==> src/sv/imu_fd_pkg.sv <==
package imu_fd_pkg;

   localparam logic [7:0] HDR_BYTE   = 8'h55;
   localparam logic [7:0] TYPE_COMBO = 8'h61;
   localparam logic [7:0] TYPE_ACCEL = 8'h51;
   localparam logic [7:0] TYPE_RATE  = 8'h52;
   localparam logic [7:0] TYPE_ANGLE = 8'h53;

   localparam int STORE_DEPTH = 18;
   localparam int POS_W       = 5;

   localparam logic [POS_W-1:0] POS_HUNT   = 5'd0;
   localparam logic [POS_W-1:0] POS_TYPE   = 5'd1;
   localparam logic [POS_W-1:0] POS_DATA   = 5'd2;
   localparam logic [POS_W-1:0] SHORT_LAST = 5'd10;
   localparam logic [POS_W-1:0] LONG_LAST  = 5'd19;

   localparam logic [1:0] QTY_ACCEL = 2'd0;
   localparam logic [1:0] QTY_RATE  = 2'd1;
   localparam logic [1:0] QTY_ANGLE = 2'd2;

   localparam logic [1:0] PEND_NONE = 2'd0;
   localparam logic [1:0] PEND_ONE  = 2'd1;
   localparam logic [1:0] PEND_LONG = 2'd3;

   typedef logic [7:0] byte_type;
   typedef byte_type [STORE_DEPTH-1:0] store_type;

endpackage

==> src/sv/imu_frame_deframer_core.sv <==
// A frame's first result is offered in the cycle after its last byte is accepted.
// One byte is accepted per cycle unless the input stalls; a 20-byte frame yields three results.
// Input stalls only on a frame's last byte while results of the previous frame remain.
// Reset (synchronous, active high) returns to header hunt and empties the result slots;
// payload byte registers are not reset.
module imu_frame_deframer_core
   import imu_fd_pkg::*;
(
   input  logic               clock,
   input  logic               reset,
   input  logic               req_valid,
   output logic               req_ready,
   input  logic [7:0]         req_rx_byte,
   output logic               rsp_valid,
   input  logic               rsp_ready,
   output logic [1:0]         rsp_quantity,
   output logic signed [15:0] rsp_x_raw,
   output logic signed [15:0] rsp_y_raw,
   output logic signed [15:0] rsp_z_raw,
   output logic               rsp_long_format,
   output logic               rsp_last_of_frame
);

   logic [POS_W-1:0] pos_ff, pos_in;
   logic             long_ff, long_in;
   logic [1:0]       kind_ff, kind_in;
   logic [7:0]       sum_ff, sum_in;
   store_type        store_ff;
   store_type        snap_ff, snap_in;
   logic [1:0]       cnt_ff, cnt_in;
   logic             plong_ff, plong_in;
   logic [1:0]       pkind_ff, pkind_in;

   logic             req_fire, rsp_fire;
   logic             at_last;
   logic             wr_en;
   logic [POS_W-1:0] wr_idx;
   logic             done_long, done_short;
   logic [1:0]       qty;
   byte_type         b;

   assign b        = req_rx_byte;
   assign at_last  = (pos_ff >= POS_DATA) &&
                     (long_ff ? (pos_ff >= LONG_LAST) : (pos_ff >= SHORT_LAST));
   assign req_ready = !at_last || (cnt_ff == PEND_NONE);
   assign req_fire  = req_valid && req_ready;
   assign rsp_valid = (cnt_ff != PEND_NONE);
   assign rsp_fire  = rsp_valid && rsp_ready;
   assign wr_idx    = pos_ff - POS_DATA;

   // frame parser
   always_comb begin
      pos_in     = pos_ff;
      long_in    = long_ff;
      kind_in    = kind_ff;
      sum_in     = sum_ff;
      wr_en      = 1'b0;
      done_long  = 1'b0;
      done_short = 1'b0;
      if (req_fire) begin
         if (pos_ff == POS_HUNT) begin
            if (b == HDR_BYTE) begin
               pos_in = POS_TYPE;
               sum_in = b;
            end
         end else if (pos_ff == POS_TYPE) begin
            if (b == TYPE_COMBO) begin
               long_in = 1'b1;
               kind_in = QTY_ACCEL;
               sum_in  = sum_ff + b;
               pos_in  = POS_DATA;
            end else if (b inside {TYPE_ACCEL, TYPE_RATE, TYPE_ANGLE}) begin
               long_in = 1'b0;
               kind_in = 2'(b - TYPE_ACCEL);
               sum_in  = sum_ff + b;
               pos_in  = POS_DATA;
            end else begin
               long_in = 1'b0;
               kind_in = QTY_ACCEL;
               if (b == HDR_BYTE) begin
                  pos_in = POS_TYPE;
                  sum_in = b;
               end else begin
                  pos_in = POS_HUNT;
                  sum_in = 8'd0;
               end
            end
         end else if (long_ff) begin
            wr_en = (pos_ff <= LONG_LAST);
            if (pos_ff >= LONG_LAST) begin
               done_long = 1'b1;
               pos_in    = POS_HUNT;
               long_in   = 1'b0;
               kind_in   = QTY_ACCEL;
               sum_in    = 8'd0;
            end else begin
               pos_in = pos_ff + 5'd1;
            end
         end else begin
            if (pos_ff >= SHORT_LAST) begin
               done_short = (sum_ff == b);
               pos_in     = POS_HUNT;
               kind_in    = QTY_ACCEL;
               sum_in     = 8'd0;
            end else begin
               wr_en  = 1'b1;
               sum_in = sum_ff + b;
               pos_in = pos_ff + 5'd1;
            end
         end
      end
   end

   // result slots
   always_comb begin
      cnt_in   = cnt_ff;
      plong_in = plong_ff;
      pkind_in = pkind_ff;
      snap_in  = snap_ff;
      if (rsp_fire) begin
         cnt_in = cnt_ff - 2'd1;
      end
      if (done_long || done_short) begin
         snap_in = store_ff;
         if (done_long) begin
            snap_in[STORE_DEPTH-1] = b;
         end
         cnt_in   = done_long ? PEND_LONG : PEND_ONE;
         plong_in = done_long;
         pkind_in = kind_ff;
      end
   end

   always_ff @(posedge clock) begin
      if (reset) begin
         pos_ff   <= POS_HUNT;
         long_ff  <= 1'b0;
         kind_ff  <= QTY_ACCEL;
         sum_ff   <= 8'd0;
         cnt_ff   <= PEND_NONE;
         plong_ff <= 1'b0;
         pkind_ff <= QTY_ACCEL;
      end else begin
         pos_ff   <= pos_in;
         long_ff  <= long_in;
         kind_ff  <= kind_in;
         sum_ff   <= sum_in;
         cnt_ff   <= cnt_in;
         plong_ff <= plong_in;
         pkind_ff <= pkind_in;
      end
   end

   always_ff @(posedge clock) begin
      if (wr_en) begin
         store_ff[wr_idx] <= b;
      end
      snap_ff <= snap_in;
   end

   assign qty = plong_ff ? 2'(PEND_LONG - cnt_ff) : pkind_ff;

   always_comb begin
      case (plong_ff ? qty : QTY_ACCEL)
         QTY_RATE: begin
            rsp_x_raw = {snap_ff[7],  snap_ff[6]};
            rsp_y_raw = {snap_ff[9],  snap_ff[8]};
            rsp_z_raw = {snap_ff[11], snap_ff[10]};
         end
         QTY_ANGLE: begin
            rsp_x_raw = {snap_ff[13], snap_ff[12]};
            rsp_y_raw = {snap_ff[15], snap_ff[14]};
            rsp_z_raw = {snap_ff[17], snap_ff[16]};
         end
         default: begin
            rsp_x_raw = {snap_ff[1], snap_ff[0]};
            rsp_y_raw = {snap_ff[3], snap_ff[2]};
            rsp_z_raw = {snap_ff[5], snap_ff[4]};
         end
      endcase
   end

   assign rsp_quantity      = qty;
   assign rsp_long_format   = plong_ff;
   assign rsp_last_of_frame = (cnt_ff == PEND_ONE);

   a_ready_stall: assert property (@(posedge clock) disable iff (reset)
      !req_ready |-> rsp_valid)
      else $error("input stalled with no pending result");

   a_long_load: assert property (@(posedge clock) disable iff (reset)
      (req_fire && long_ff && pos_ff == LONG_LAST) |=> (cnt_ff == PEND_LONG))
      else $error("long frame did not load three results");

   a_pos_range: assert property (@(posedge clock) disable iff (reset)
      (pos_ff <= LONG_LAST) && (long_ff || pos_ff <= SHORT_LAST))
      else $error("byte position out of range");

   a_short_one: assert property (@(posedge clock) disable iff (reset)
      (rsp_valid && !rsp_long_format) |-> (cnt_ff == PEND_ONE))
      else $error("short frame with more than one pending result");

   a_drain: assert property (@(posedge clock) disable iff (reset)
      (rsp_fire && cnt_ff != PEND_ONE) |=> rsp_valid)
      else $error("long frame results lost");

endmodule
==> config.mk <==
export PLATFORM = sky130hd
export DESIGN_NAME = imu_frame_deframer_core
export DESIGN_NICKNAME = d
export VERILOG_FILES = /design/src/sv/imu_fd_pkg.sv /design/src/sv/imu_frame_deframer_core.sv
export SDC_FILE = /design/constraint.sdc
export NUM_CORES = 1
export LEC_CHECK = 0
export BUFFER_PORTS_ARGS = -buffer_cell sky130_fd_sc_hd__buf_2
export CAP_MARGIN = 20
export CORE_ASPECT_RATIO = 1.2
export CORE_MARGIN = 5
export CORE_UTILIZATION = 30
export DETAILED_ROUTE_END_ITERATION = 7
export GPL_ROUTABILITY_DRIVEN = 0
export SLEW_MARGIN = 0
export SYNTH_ARGS = -nofsm -noshare
export SYNTH_HDL_FRONTEND = slang
export SYNTH_SLANG_ARGS = --single-unit
==> constraint.sdc <==
create_clock -name clock -period 10.9 [get_ports clock]
set_input_delay 1.09 -clock clock [delete_from_list [all_inputs] [get_ports clock]]
set_output_delay 1.09 -clock clock [all_outputs]
set_load 0.02 [all_outputs]
# After elaboration in Yosys (flattened, before gate mapping)
# Cells that the tools add are included.
[classes] n_addsub=6 multipliers=0 n_div=0 order_cmp=6 n_eq_ne=13 shift=0 mux=56 n_bitwise=1 reduce_logical=17
[op_table] cell="bitwise mux 144 bit" count=1
[op_table] cell="case mux 16 bit (2 select lines)" count=3
[op_table] cell="2-to-1 mux 8 bit" count=11
[op_table] cell="demux 8 bit (select 5 bit)" count=1
[op_table] cell="== test 8 x 7 -> 1 bit, second input constant" count=5
[op_table] cell="2-to-1 mux 5 bit" count=6
[op_table] cell="2-to-1 mux 2 bit" count=13
[op_table] cell="2-to-1 mux 1 bit" count=21
[op_table] cell="adder 8 bit" count=1
[op_table] cell="== test 8 bit" count=1
[op_table] cell="< comparator 5 x 6 -> 1 bit, second input constant" count=1
[op_table] cell="nonzero test 3 bit" count=2
[op_table] cell="adder 5 x 1 -> 5 bit, second input constant" count=1
[op_table] cell="== test 5 x 1 -> 1 bit, second input constant" count=1
[op_table] cell=">= comparator 5 x 1 -> 1 bit, second input constant" count=1
[op_table] cell=">= comparator 5 x 2 -> 1 bit, second input constant" count=1
[op_table] cell=">= comparator 5 x 4 -> 1 bit, second input constant" count=1
[op_table] cell=">= comparator 5 bit, second input constant" count=1
[op_table] cell="less-or-equal comparator 5 bit, second input constant" count=1
[op_table] cell="logical NOT 5 bit" count=1
[op_table] cell="subtractor 5 x 2 -> 5 bit, second input constant" count=1
[op_table] cell="== test 2 x 1 -> 1 bit, second input constant" count=2
[op_table] cell="logical AND 1 bit" count=4
[op_table] cell="inequality test 4 x 1 -> 1 bit, second input constant" count=1
[op_table] cell="13 further kinds" count=17
[word_totals] reg_bits=309 latch_bits=0 ram_bits=0 mem_bits_ro=0 output_inout_bits=54 memories=0

# Depth between registers and ports, before layout
# Gate-level depths: netlist of run 1.
[depth] depth_word=9 depth_mapped=12 ltp_nobuf=9

# Least setup slack after synthesis of run 1
# Ideal clock, no wire load.
[synth_timing] path_type="in2reg" from="in req_rx_byte[4]" to="reg snap_ff[0] in the netlist's numbering (enable)" setup_time_ns=0.496 arrival_time_ns=5.012 slack_ns=5.392 cell_stages=8 path_buffers=1 path_cell_list="ha_1 -> clkbuf_1 -> nor3_1 -> nand3_1 -> nor2_1 -> nand4_1 -> nor2b_1 -> inv_1"
[synth_via] elab_chain_len=7
[synth_rtl] item="start, declared" line="imu_frame_deframer_core.sv:13" rtl="input logic [7:0] req_rx_byte,"
[synth_rtl] item="== test 8 bit" line="imu_frame_deframer_core.sv:101" rtl="done_short = (sum_ff == b);"
[synth_rtl] item="2-to-1 mux 1 bit" line="imu_frame_deframer_core.sv:100" rtl="if (pos_ff >= SHORT_LAST) begin"
[synth_rtl] item="2-to-1 mux 1 bit" line="imu_frame_deframer_core.sv:88" rtl="end else if (long_ff) begin"
[synth_rtl] item="2-to-1 mux 1 bit" line="imu_frame_deframer_core.sv:66" rtl="end else if (pos_ff == POS_TYPE) begin"
[synth_rtl] item="2-to-1 mux 1 bit" line="imu_frame_deframer_core.sv:61" rtl="if (pos_ff == POS_HUNT) begin"
[synth_rtl] item="2-to-1 mux 1 bit" line="imu_frame_deframer_core.sv:60" rtl="if (req_fire) begin"
[synth_rtl] item="logical OR 1 bit" line="imu_frame_deframer_core.sv:123" rtl="if (done_long || done_short) begin"
[synth_rtl] item="end signal, assigned" line="imu_frame_deframer_core.sv:158" rtl="snap_ff <= snap_in;"
[synth_rtl] item="end, declared" line="imu_frame_deframer_core.sv:29" rtl="store_type snap_ff, snap_in;"
# Every way passes these cells.
# A chain may end at the register's enable or synchronous reset.

# Final worst setup path of run 1
[layout_timing] from="in req_rx_byte[2]" to="reg snap_ff[131] in the netlist's numbering (enable)"
# The elaborated chain is that of the path after synthesis.

==> results of run 1 <==
[worst max-delay path by stage]
stage          depth (start not counted)                endpoint
3_3_place_gp                           9   snap_ff[12]$_DFFE_PP_
6_report                               9  snap_ff[131]$_DFFE_PP_
2_1_floorplan                          8    snap_ff[0]$_DFFE_PP_
3_5_place_dp                           9    snap_ff[3]$_DFFE_PP_
4_1_cts                                9    snap_ff[3]$_DFFE_PP_
5_1_grt                                9  snap_ff[131]$_DFFE_PP_
[power by group]
part	internal, mW	switching, mW
clock network	0.601	0.409
registers	1.29	0.000982
logic	0.00958	0.0259
total	1.90	0.436
[logic make-up (layout without fill, tap and decap cells)]
group | after synthesis | after routing | synth area share, %
simple gates | 163 | 163 | 6.75
fa+ha+maj | 22 | 22 | 2.46
buf+inv | 46 | 138 | 1.80
mux | 10 | 10 | 0.956
flops | 309 | 309 | 78.8
xor+xnor | 10 | 10 | 0.761
compound gates | 154 | 154 | 8.52
[registers in the layout, summed over array words and instances, names as in the netlist]
signal and count:
store_ff 144, rsp_long_format 1, long_ff 1, kind_ff 2
snap_ff 144, pkind_ff 2, sum_ff 8, cnt_ff 2
pos_ff 5
[stage by stage]
stage	util, %	instance area, sq um	power (mW)	setup WS, ns	hold slack, ns
finish	35.2	13300	2.33	6.76	0.412
global route	35.2	13300	2.41	6.47	0.421
CTS	35.2	13300	2.35	6.76	0.413
detailed placement	32.7	12400	1.35	6.18	0.405
global placement	32.6	12400	1.35	6.24	0.400
floorplan	-	11500	1.33	5.39	0.400
[per-layer routing]
layer  GRT usage [%]  wire, microns  share of wire (%)
met1            13.6           9960                 43
met2            18.7          11600                 50
met3            1.33            955                4.1
met4            3.50            546                2.4
met5               0              0                  0
[layout make-up]
| type | instances | area (sq um) | area share [%] |
|---|---|---|---|
| clock buffer | 33 | 771 | 5.78 |
| clock inverter | 18 | 205 | 1.54 |
| inverter | 15 | 61.3 | 0.460 |
| multi-input combinational | 359 | 2260 | 16.9 |
| sequential | 309 | 9070 | 68.0 |
| tap | 480 | 601 | 4.50 |
| timing repair buffer | 72 | 375 | 2.81 |
[critical path, delay by kind of cell]
family	cells	cell delay, ns
and+or+nand+nor	5	1.00
buffers and inverters	3	1.70
adders and majority gates	1	0.38
[synthesized netlist by cell type, drive strengths merged, types with 3 or more instances]
library cell | number | area, sq um
nor2 | 35 | 131
nand3 | 9 | 50.1
a311oi | 4 | 35.0
a211oi | 4 | 30.0
mux2 | 8 | 90.1
or3 | 3 | 23.8
o21ai | 59 | 295
and2 | 3 | 18.8
inv | 15 | 56.3
a31oi | 5 | 31.3
edfxtp | 288 | 8650
or4 | 3 | 22.5
nor4b | 3 | 26.3
a21oi | 19 | 95.1
nor2b | 6 | 37.5
nand2b | 8 | 50.1
ha | 21 | 263
dfxtp | 21 | 420
nor3 | 9 | 45.0
xnor2 | 9 | 78.8
clkbuf | 21 | 78.8
buf | 9 | 62.6
nand2 | 71 | 267
a22oi | 51 | 383
==> reports/results.ini, run 1 <==
[synth]
synth-edff-count = 288
yosysWarnings = 0
syn_area_sq_mm = 0.0115
synthFlopType = edfxtp_1
ys_ff_latch = 309
synthCells = 714
syn_area_per_cell_sq_um = 16.1
synth.distinct_cells = 56
yosysSeqAreaShare_pct = 78.8
async_flop_share_pct = 0
syn-num-nets = 748

[worst_setup_path]
r2r_cells = 10
crit_required_ns = 11.06
worst_path_max_delay_cell = buf_4
critPathLaunch = req_rx_byte[2]
r2r-start = pos_ff[2]$_SDFFE_PP0P_
timing.rr.end = snap_ff[131]$_DFFE_PP_
cp_max_fo = 76
path_cells = buf_2 -> ha_1 -> nor4_1 -> nand3_1 -> nor2_1 -> nand4_1 -> nor2b_1 -> inv_6 -> buf_4
setup.worst_path.start_class = input pin
arrival_ns = 4.30
critical_path_class = input pin to flip-flop
critPathCaptureType = flip-flop
slowest_delay_ns = 0.82
rrSetupSlack_ns = 6.94

[sta]
fmax_mhz = 242
max_slew_margin_pct = 27.9
fin_crit_sh_pct = 38.0
report.final.slew_viol_count = 0
finClkSkew_ns = 0.00613
rsz0062_at_grt = false
hold_violations = 0
min_period_ns = 4.14
timing.setup.tns_ns = 0
tightest_slew_ns = 1.08
setup_viol = 0

[drt]
wire_per_inst_microns = 17.9
route.detailed.drc = 0
drt.antenna.violating_nets = 0
drt_pass1_iterations = 4
viasPerCell = 4.63
via_count = 5954
drt-initial-drc-count = 385
drt-total-wl_microns = 23100

[cts]
cts.sinks = 309
cts_buffer_depth = 3
cts_setup_buffers = 0
post_cts_resized = 0
cts_root_buf = clkbuf_16
htree_levels = 1
clk_pin_slew_ns = 0.07
cts_hold_buf = 0
cts_tree = yes
insertion_delay_ns = 0.54
numCtsBuffers = 28

[die]
core_sq_mm = 0.0379
floorplan.initialDensity_pct = 30.4
chipHeight_microns = 225
dieWidth_microns = 189
io_pins = 66
rows = 78
die_area_sq_mm = 0.0424

[grt]
grt_pass1_vias = 5872
antenna_found_initial = 0
grt_remaining_overflow = 0
grt_use_total_pct = 10.6
grt_pass1_wl_microns = 35100
grt_max_degree = 97

[min_path]
hp-class = flip-flop to flip-flop
holdPathStages = 0
hold_end = snap_ff[52]$_DFFE_PP_
hold_start = store_ff[52]$_DFFE_PP_

[cells_and_area]
layout_common_cells = edfxtp_1, nand2_1, buf_2, o21ai_0, a22oi_1
drive_above_1_share_pct = 17.4
final_cells = 1286
final_common_cell = edfxtp_1
diodes = 0
nFillCells = 3531
syn_to_final_growth_pct = 15.9
layout.nets = 819

[placed_design]
dpl.cell_count = 1235
hpwlAfterDp_microns = 14300
io_buffers = 65

[power]
peakVddDrop_mv = 0.115
power_leakage_nw = 4.32
power_density_mw_per_mm2 = 175

[run]
drv_cap = 0

[run_status]
status = finished, final reports clean

(Power assumes the default switching activity.)
==> run 2: changes to the inputs <==
- clock period: 10.9 -> 4.2 ns (I/O delays scaled with it)
==> run 2 against run 1 <==
First-iteration DRC count down 28%. Clock-buffer cell count is the same. Combinational power grew to 2.8 times the previous value. Die area unchanged. Critical path depth is 1 lower. Setup slack worse by 6.0 ns. Register-to-register slack got worse by 6.2 ns. Clock skew grew 0.0038 ns.
==> reports/results.ini, run 2 (synthesis results as in run 1) <==
[cts]
cts_setup_buffers = 0  ; unchanged
post_cts_resized = 0  ; unchanged
htree_levels = 1  ; unchanged
clk_pin_slew_ns = 0.06  ; about the same
cts_tree = yes
cts_buffer_depth = 3  ; unchanged
cts.sinks = 309  ; unchanged
numCtsBuffers = 27  ; -3.6%
cts_root_buf = clkbuf_16
cts_hold_buf = 0  ; unchanged
insertion_delay_ns = 0.53  ; about the same

[die]
chipHeight_microns = 225  ; unchanged
die_area_sq_mm = 0.0424  ; unchanged
floorplan.initialDensity_pct = 30.4  ; unchanged
core_sq_mm = 0.0379  ; unchanged
dieWidth_microns = 189  ; unchanged
rows = 78  ; unchanged
io_pins = 66  ; unchanged

[worst_setup_path]
crit_required_ns = 4.36  ; -6.70 ns
path_cells = inv_4 -> ha_1 -> a2111o_1 -> nand3_2 -> a21boi_4 -> nor4b_1 -> nand2_1 -> nor2_1
cp.depth = 8  ; -1
endpoint = store_ff[9]$_DFFE_PP_
critPathLaunch = pos_ff[2]$_SDFFE_PP0P_
arrival_ns = 3.59  ; -0.71 ns
critical_path_class = flip-flop to flip-flop
slowest_delay_ns = 0.65  ; -0.17 ns
rrSetupSlack_ns = 0.76  ; -6.18 ns
setup.worst_path.start_class = flip-flop
timing.rr.end = store_ff[9]$_DFFE_PP_
cp_top_family = simple AND/OR/NAND/NOR gates
r2r_cells = 8  ; -2
cp_max_fo = 12  ; -84%
worst_path_max_delay_cell = nor4b_1
worst-path-buf-inv = 1  ; -2
critPathCaptureType = flip-flop
r2r-start = pos_ff[2]$_SDFFE_PP0P_

[grt]
grt_pass1_vias = 6011  ; +2.4%
grt_pass1_wl_microns = 36200  ; +3.3%
antenna_found_initial = 0  ; unchanged
grt_use_total_pct = 10.9  ; +0.30 points
grt_max_degree = 103  ; +6.2%
grt_remaining_overflow = 0  ; unchanged

[cells_and_area]
layout.nets = 827  ; +0.98%
syn_to_final_growth_pct = 15.7
layout_common_cells = edfxtp_1, nand2_1, buf_2, o21ai_0, a22oi_1
final_common_cell = edfxtp_1
final_cells = 1289  ; +0.23%
diodes = 0  ; unchanged
top_regs = snap_ff (144), store_ff (144), sum_ff (8)
fin_area_sq_mm = 0.0133  ; -0.11%
nFillCells = 3602  ; +2.0%
drive_above_1_share_pct = 17.6  ; +0.18 points

[power]
pwr-share-comb_pct = 1.7  ; +0.2 points
peakVddDrop_mv = 0.210  ; +82%
power.internal_mw = 4.73  ; +150%
switching_power_mw = 1.09  ; +150%
seq_power_share_pct = 57.4  ; +2.2 points
p_sw_share_pct = 18.8  ; +0.068 points
power_frac_clock_pct = 40.9  ; -2.4 points
power_density_mw_per_mm2 = 436  ; +150%
power_leakage_nw = 4.31  ; -0.25%

[placed_design]
io_buffers = 65  ; unchanged
dpl_cell_area_sq_mm = 0.0125  ; +0.98%
dpl.cell_count = 1244  ; +0.73%
hpwlAfterDp_microns = 15600  ; +9.2%

[sta]
tightest_slew_ns = 0.792  ; -0.285 ns
finClkSkew_ns = 0.00990  ; +0.00377 ns
hold_violations = 0  ; unchanged
rsz0062_at_grt = false
fmax_mhz = 291
max_slew_margin_pct = 46.6  ; +19 points
setup_viol = 0  ; unchanged
fin_crit_sh_pct = 81.8
min_period_ns = 3.44
timing.setup.tns_ns = 0  ; unchanged
report.final.slew_viol_count = 0  ; unchanged

[drt]
viasPerCell = 4.61  ; -0.47%
drt_pass1_iterations = 4  ; unchanged
via_count = 5940  ; -0.24%
wire_per_inst_microns = 18.3  ; +1.8%
drt.antenna.violating_nets = 0  ; unchanged
drt-total-wl_microns = 23600  ; +2.1%
route.detailed.drc = 0  ; unchanged
drt-initial-drc-count = 277  ; -28%

[run]
drv_cap = 0  ; unchanged

[min_path]
hp-class = input pin to flip-flop

[run_status]
status = finished, final reports clean

run 2: cell types whose count changed in the layout (fill, tap and decap cells not counted), sizes merged:
cell,previous run,this run
bufinv,4,3
inv,16,15
clkinv,10,6
buf,72,81
run 2: power groups by stage:
stage | Sequential (mW) | Combinational (mW) | Clock (mW)
2_1_floorplan | 3.41 | 0.0413 | 0
3_3_place_gp | 3.41 | 0.100 | 0
3_5_place_dp | 3.41 | 0.101 | 0
4_1_cts | 3.34 | 0.101 | 2.44
5_1_grt | 3.34 | 0.109 | 2.57
6_report | 3.34 | 0.0984 | 2.38
run 2: area by class of cell:
class                   instances  area, sq um  area share, %
flip-flops and latches        309         9070           68.1
multi-input cells             359         2290           17.2
clock buffers                  33          698           5.24
well taps                     480          601           4.51
repair buffers                 81          458           3.44
clock inverters                12          141           1.06
inverters                      15         65.1          0.488
run 2: worst min-delay path by stage:
stage	start	endpoint	slack, ns	cells past startpoint
floorplan	store_ff[0]$_DFFE_PP_	snap_ff[0]$_DFFE_PP_	0.40	0
global placement	store_ff[50]$_DFFE_PP_	snap_ff[50]$_DFFE_PP_	0.40	0
detailed placement	store_ff[26]$_DFFE_PP_	snap_ff[26]$_DFFE_PP_	0.40	0
CTS	reset	cnt_ff[1]$_SDFFE_PP0P_	0.28	2
global route	reset	cnt_ff[1]$_SDFFE_PP0P_	0.31	2
finish	reset	cnt_ff[1]$_SDFFE_PP0P_	0.30	2
run 2: stage by stage:
| step | setup slack [ns] | hold WS [ns] | total power [mW] | util, % |
|---|---|---|---|---|
| 6_report | 0.765 | 0.302 | 5.82 | 35.2 |
| 5_1_grt | 0.513 | 0.307 | 6.02 | 35.2 |
| 4_1_cts | 0.756 | 0.283 | 5.88 | 35.2 |
| 3_5_place_dp | 0.783 | 0.405 | 3.51 | 33.0 |
| 3_3_place_gp | 0.867 | 0.400 | 3.51 | 33.0 |
| 2_1_floorplan | -0.0449 | 0.400 | 3.45 | - |
run 2: metal layers:
| layer | global-route usage (%) | vias to the layer above | wire length (microns) |
|---|---|---|---|
| met5 | 0 | - | 0 |
| met4 | 2.94 | 0 | 374 |
| met3 | 1.26 | 28 | 678 |
| met2 | 20.2 | 105 | 12400 |
| met1 | 13.5 | 2917 | 10100 |
| li1 | - | 2890 | - |
==> run 3: changes to the inputs <==
- clock period: 4.2 -> 3.1 ns (I/O delays scaled with it)
==> run 3 against run 2 <==
Critical path type is now flip-flop to output port. Via count grew 4.5%. Register-to-register slack lost 0.52 ns. Clock-buffer cell count grew 3. Setup slack lost 0.55 ns. Hold slack lost 0.13 ns. Combinational power grew 42%. Die area is the same. Core utilization grew 1.3 points. Sequential share of layout area shrank 2.4 points. Total power grew 42%. Global-route usage grew 0.26 points. Largest power group unchanged.
==> reports/results.ini, run 3 (synthesis results as in run 1) <==
[run_status]
status = finished, final reports clean

[sta]
fmax_mhz = 347
max_slew_margin_pct = 62.1  ; +15 points
fin_crit_sh_pct = 93.1
tightest_slew_ns = 0.568  ; -0.224 ns
rsz0062_at_grt = false
finClkSkew_ns = 0.00986  ; -0.0000469 ns
setup_viol = 0  ; unchanged
hold_slack_ns = 0.173  ; -0.130 ns
report.final.slew_viol_count = 0  ; unchanged
min_period_ns = 2.89
hold_violations = 0  ; unchanged

[cts]
cts_root_buf = clkbuf_16
insertion_delay_ns = 0.54  ; about the same
cts_buffer_depth = 3  ; unchanged
htree_levels = 1  ; unchanged
numCtsBuffers = 31  ; +15%
clk_pin_slew_ns = 0.06  ; about the same
cts.sinks = 309  ; unchanged
cts_tree = yes

[worst_setup_path]
path_cells = nand2_1 -> ha_4 -> buf_12 -> nand2_1 -> o21ai_1 -> buf_4 -> buf_2
setup.worst_path.start_class = flip-flop
slowest_delay_ns = 0.61  ; -0.04 ns
worst-path-buf-inv = 3  ; +2
crit_required_ns = 2.79  ; -1.57 ns
worst_path_max_delay_cell = ha_4
cp_max_fo = 38  ; +26
critical_path_class = flip-flop to output port
crit_path_frequent_cell = nand2_1
critPathCaptureType = output port
arrival_ns = 2.58  ; -1.01 ns
cp_top_family = adder cells

[drt]
top_layer_used = met4
drt-total-wl_microns = 24200  ; +2.5%
drt.antenna.violating_nets = 0  ; unchanged
met1Wirelength_microns = 10200  ; about the same
wl_met3_microns = 920  ; +36%
via_count = 6207  ; +4.5%
route.detailed.drc = 0  ; unchanged
viasPerCell = 4.66  ; +1.1%
wl_met2_microns = 12600  ; +2.1%
drt-initial-drc-count = 436  ; +57%
wire_per_inst_microns = 18.1  ; -0.80%
drt_pass1_iterations = 4  ; unchanged

[power]
p_sw_share_pct = 19.4  ; +0.61 points
power_density_mw_per_mm2 = 597  ; +37%
switching_power_mw = 1.60  ; +46%
seq_power_share_pct = 54.9  ; -2.5 points
pwr-share-comb_pct = 1.7  ; about the same
power.internal_mw = 6.65  ; +41%
power_leakage_nw = 4.58  ; +6.4%
power_frac_clock_pct = 43.4  ; +2.5 points
peakVddDrop_mv = 0.379  ; +81%

[grt]
grt_pass1_vias = 6247  ; +3.9%
grt_max_degree = 49  ; -52%
grt_remaining_overflow = 0  ; unchanged
grt_use_total_pct = 11.2  ; +0.26 points
antenna_found_initial = 0  ; unchanged
grt_pass1_wl_microns = 36900  ; +2.0%

[cells_and_area]
syn_to_final_growth_pct = 20.0
layout.nets = 862  ; +4.2%
top_regs = snap_ff (144), store_ff (144), sum_ff (8)
layout_common_cells = edfxtp_1, nand2_1, buf_2, o21ai_0, a22oi_1
final_common_cell = edfxtp_1
final_util_pct = 36.5  ; +1.3 points
drive_above_1_share_pct = 21.8  ; +4.3 points
diodes = 0  ; unchanged

[die]
die_area_sq_mm = 0.0424  ; unchanged
rows = 78  ; unchanged
core_sq_mm = 0.0379  ; unchanged
dieWidth_microns = 189  ; unchanged
floorplan.initialDensity_pct = 30.4  ; unchanged
io_pins = 66  ; unchanged
chipHeight_microns = 225  ; unchanged

[placed_design]
hpwlAfterDp_microns = 15400  ; -1.2%
io_buffers = 65  ; unchanged

[min_path]
hp-class = input pin to flip-flop

[run]
drv_cap = 0  ; unchanged

-- run 3: changes by cell type in the layout (fill, tap and decap cells not counted), moves of 2 or more --
cell and delta:
buf_12 +7, buf_4 +24, clkbuf_16 +4, clkinv_2 +7, clkinvlp_4 -2, ha_2 -2, ha_4 +2, inv_6 +3
o21ai_0 -2, o21ai_1 +2
-- run 3: worst paths after layout --
path | startpoint | endpoint | slack [ns] | depth (start not counted)
min reg2reg | store_ff[132]$_DFFE_PP_ | snap_ff[132]$_DFFE_PP_ | 0.41 | 0
max reg2reg | pos_ff[2]$_SDFFE_PP0P_ | store_ff[28]$_DFFE_PP_ | 0.24 | 10
max | rsp_long_format$_SDFFE_PP0P_ | rsp_z_raw[13] | 0.21 | 7
min | rsp_ready | cnt_ff[0]$_SDFFE_PP0P_ | 0.17 | 4
-- run 3: power groups by stage --
stage | Sequential, mW | Combinational (mW) | Clock (mW)
finish | 4.53 | 0.140 | 3.58
floorplan | 4.62 | 0.0560 | 0
global route | 4.52 | 0.156 | 3.85
CTS | 4.53 | 0.144 | 3.67
global placement | 4.61 | 0.142 | 0
detailed placement | 4.62 | 0.143 | 0
-- run 3: per-stage QoR --
step	total power, mW	setup TNS, ns	instance area (sq um)	instances	worst slack (ns)
4_1_cts	8.34	0	13800	1329	0.00861
3_5_place_dp	4.76	0	12800	1272	0.187
3_3_place_gp	4.76	0	12800	1272	0.260
5_1_grt	8.53	0	13800	1332	0.0593
6_report	8.24	0	13800	1332	0.214
2_1_floorplan	4.67	-164.87	11600	714	-1.14
-- run 3: layout make-up --
| class | instances | area [sq um] |
|---|---|---|
| clock inverter | 21 | 188 |
| clock buffer | 36 | 795 |
| tap | 480 | 601 |
| sequential | 309 | 9070 |
| inverter | 15 | 65.1 |
| multi-input combinational | 359 | 2310 |
| fill | 3593 | 24100 |
| timing repair buffer | 112 | 778 |
-- run 3: tightest hold or removal path, cell delays in order --
cell and delay (ns):
buf_2 0.08, nand2_1 0.08, xnor2_1 0.14, a21oi_1 0.06
-- run 3: layer usage --
metal,vias to the layer above,global-route usage [%]
met1,3082,14.1
met2,122,20.2
met3,29,1.71
li1,2974,-
met5,-,0
met4,0,2.75
-- run 3: timing repair --
action                     CTS  global route
gates resized for setup      2             3
cloned                       0             0
hold buffers                 0             0
setup endpoints to repair   14            19
buffers inserted             0             3
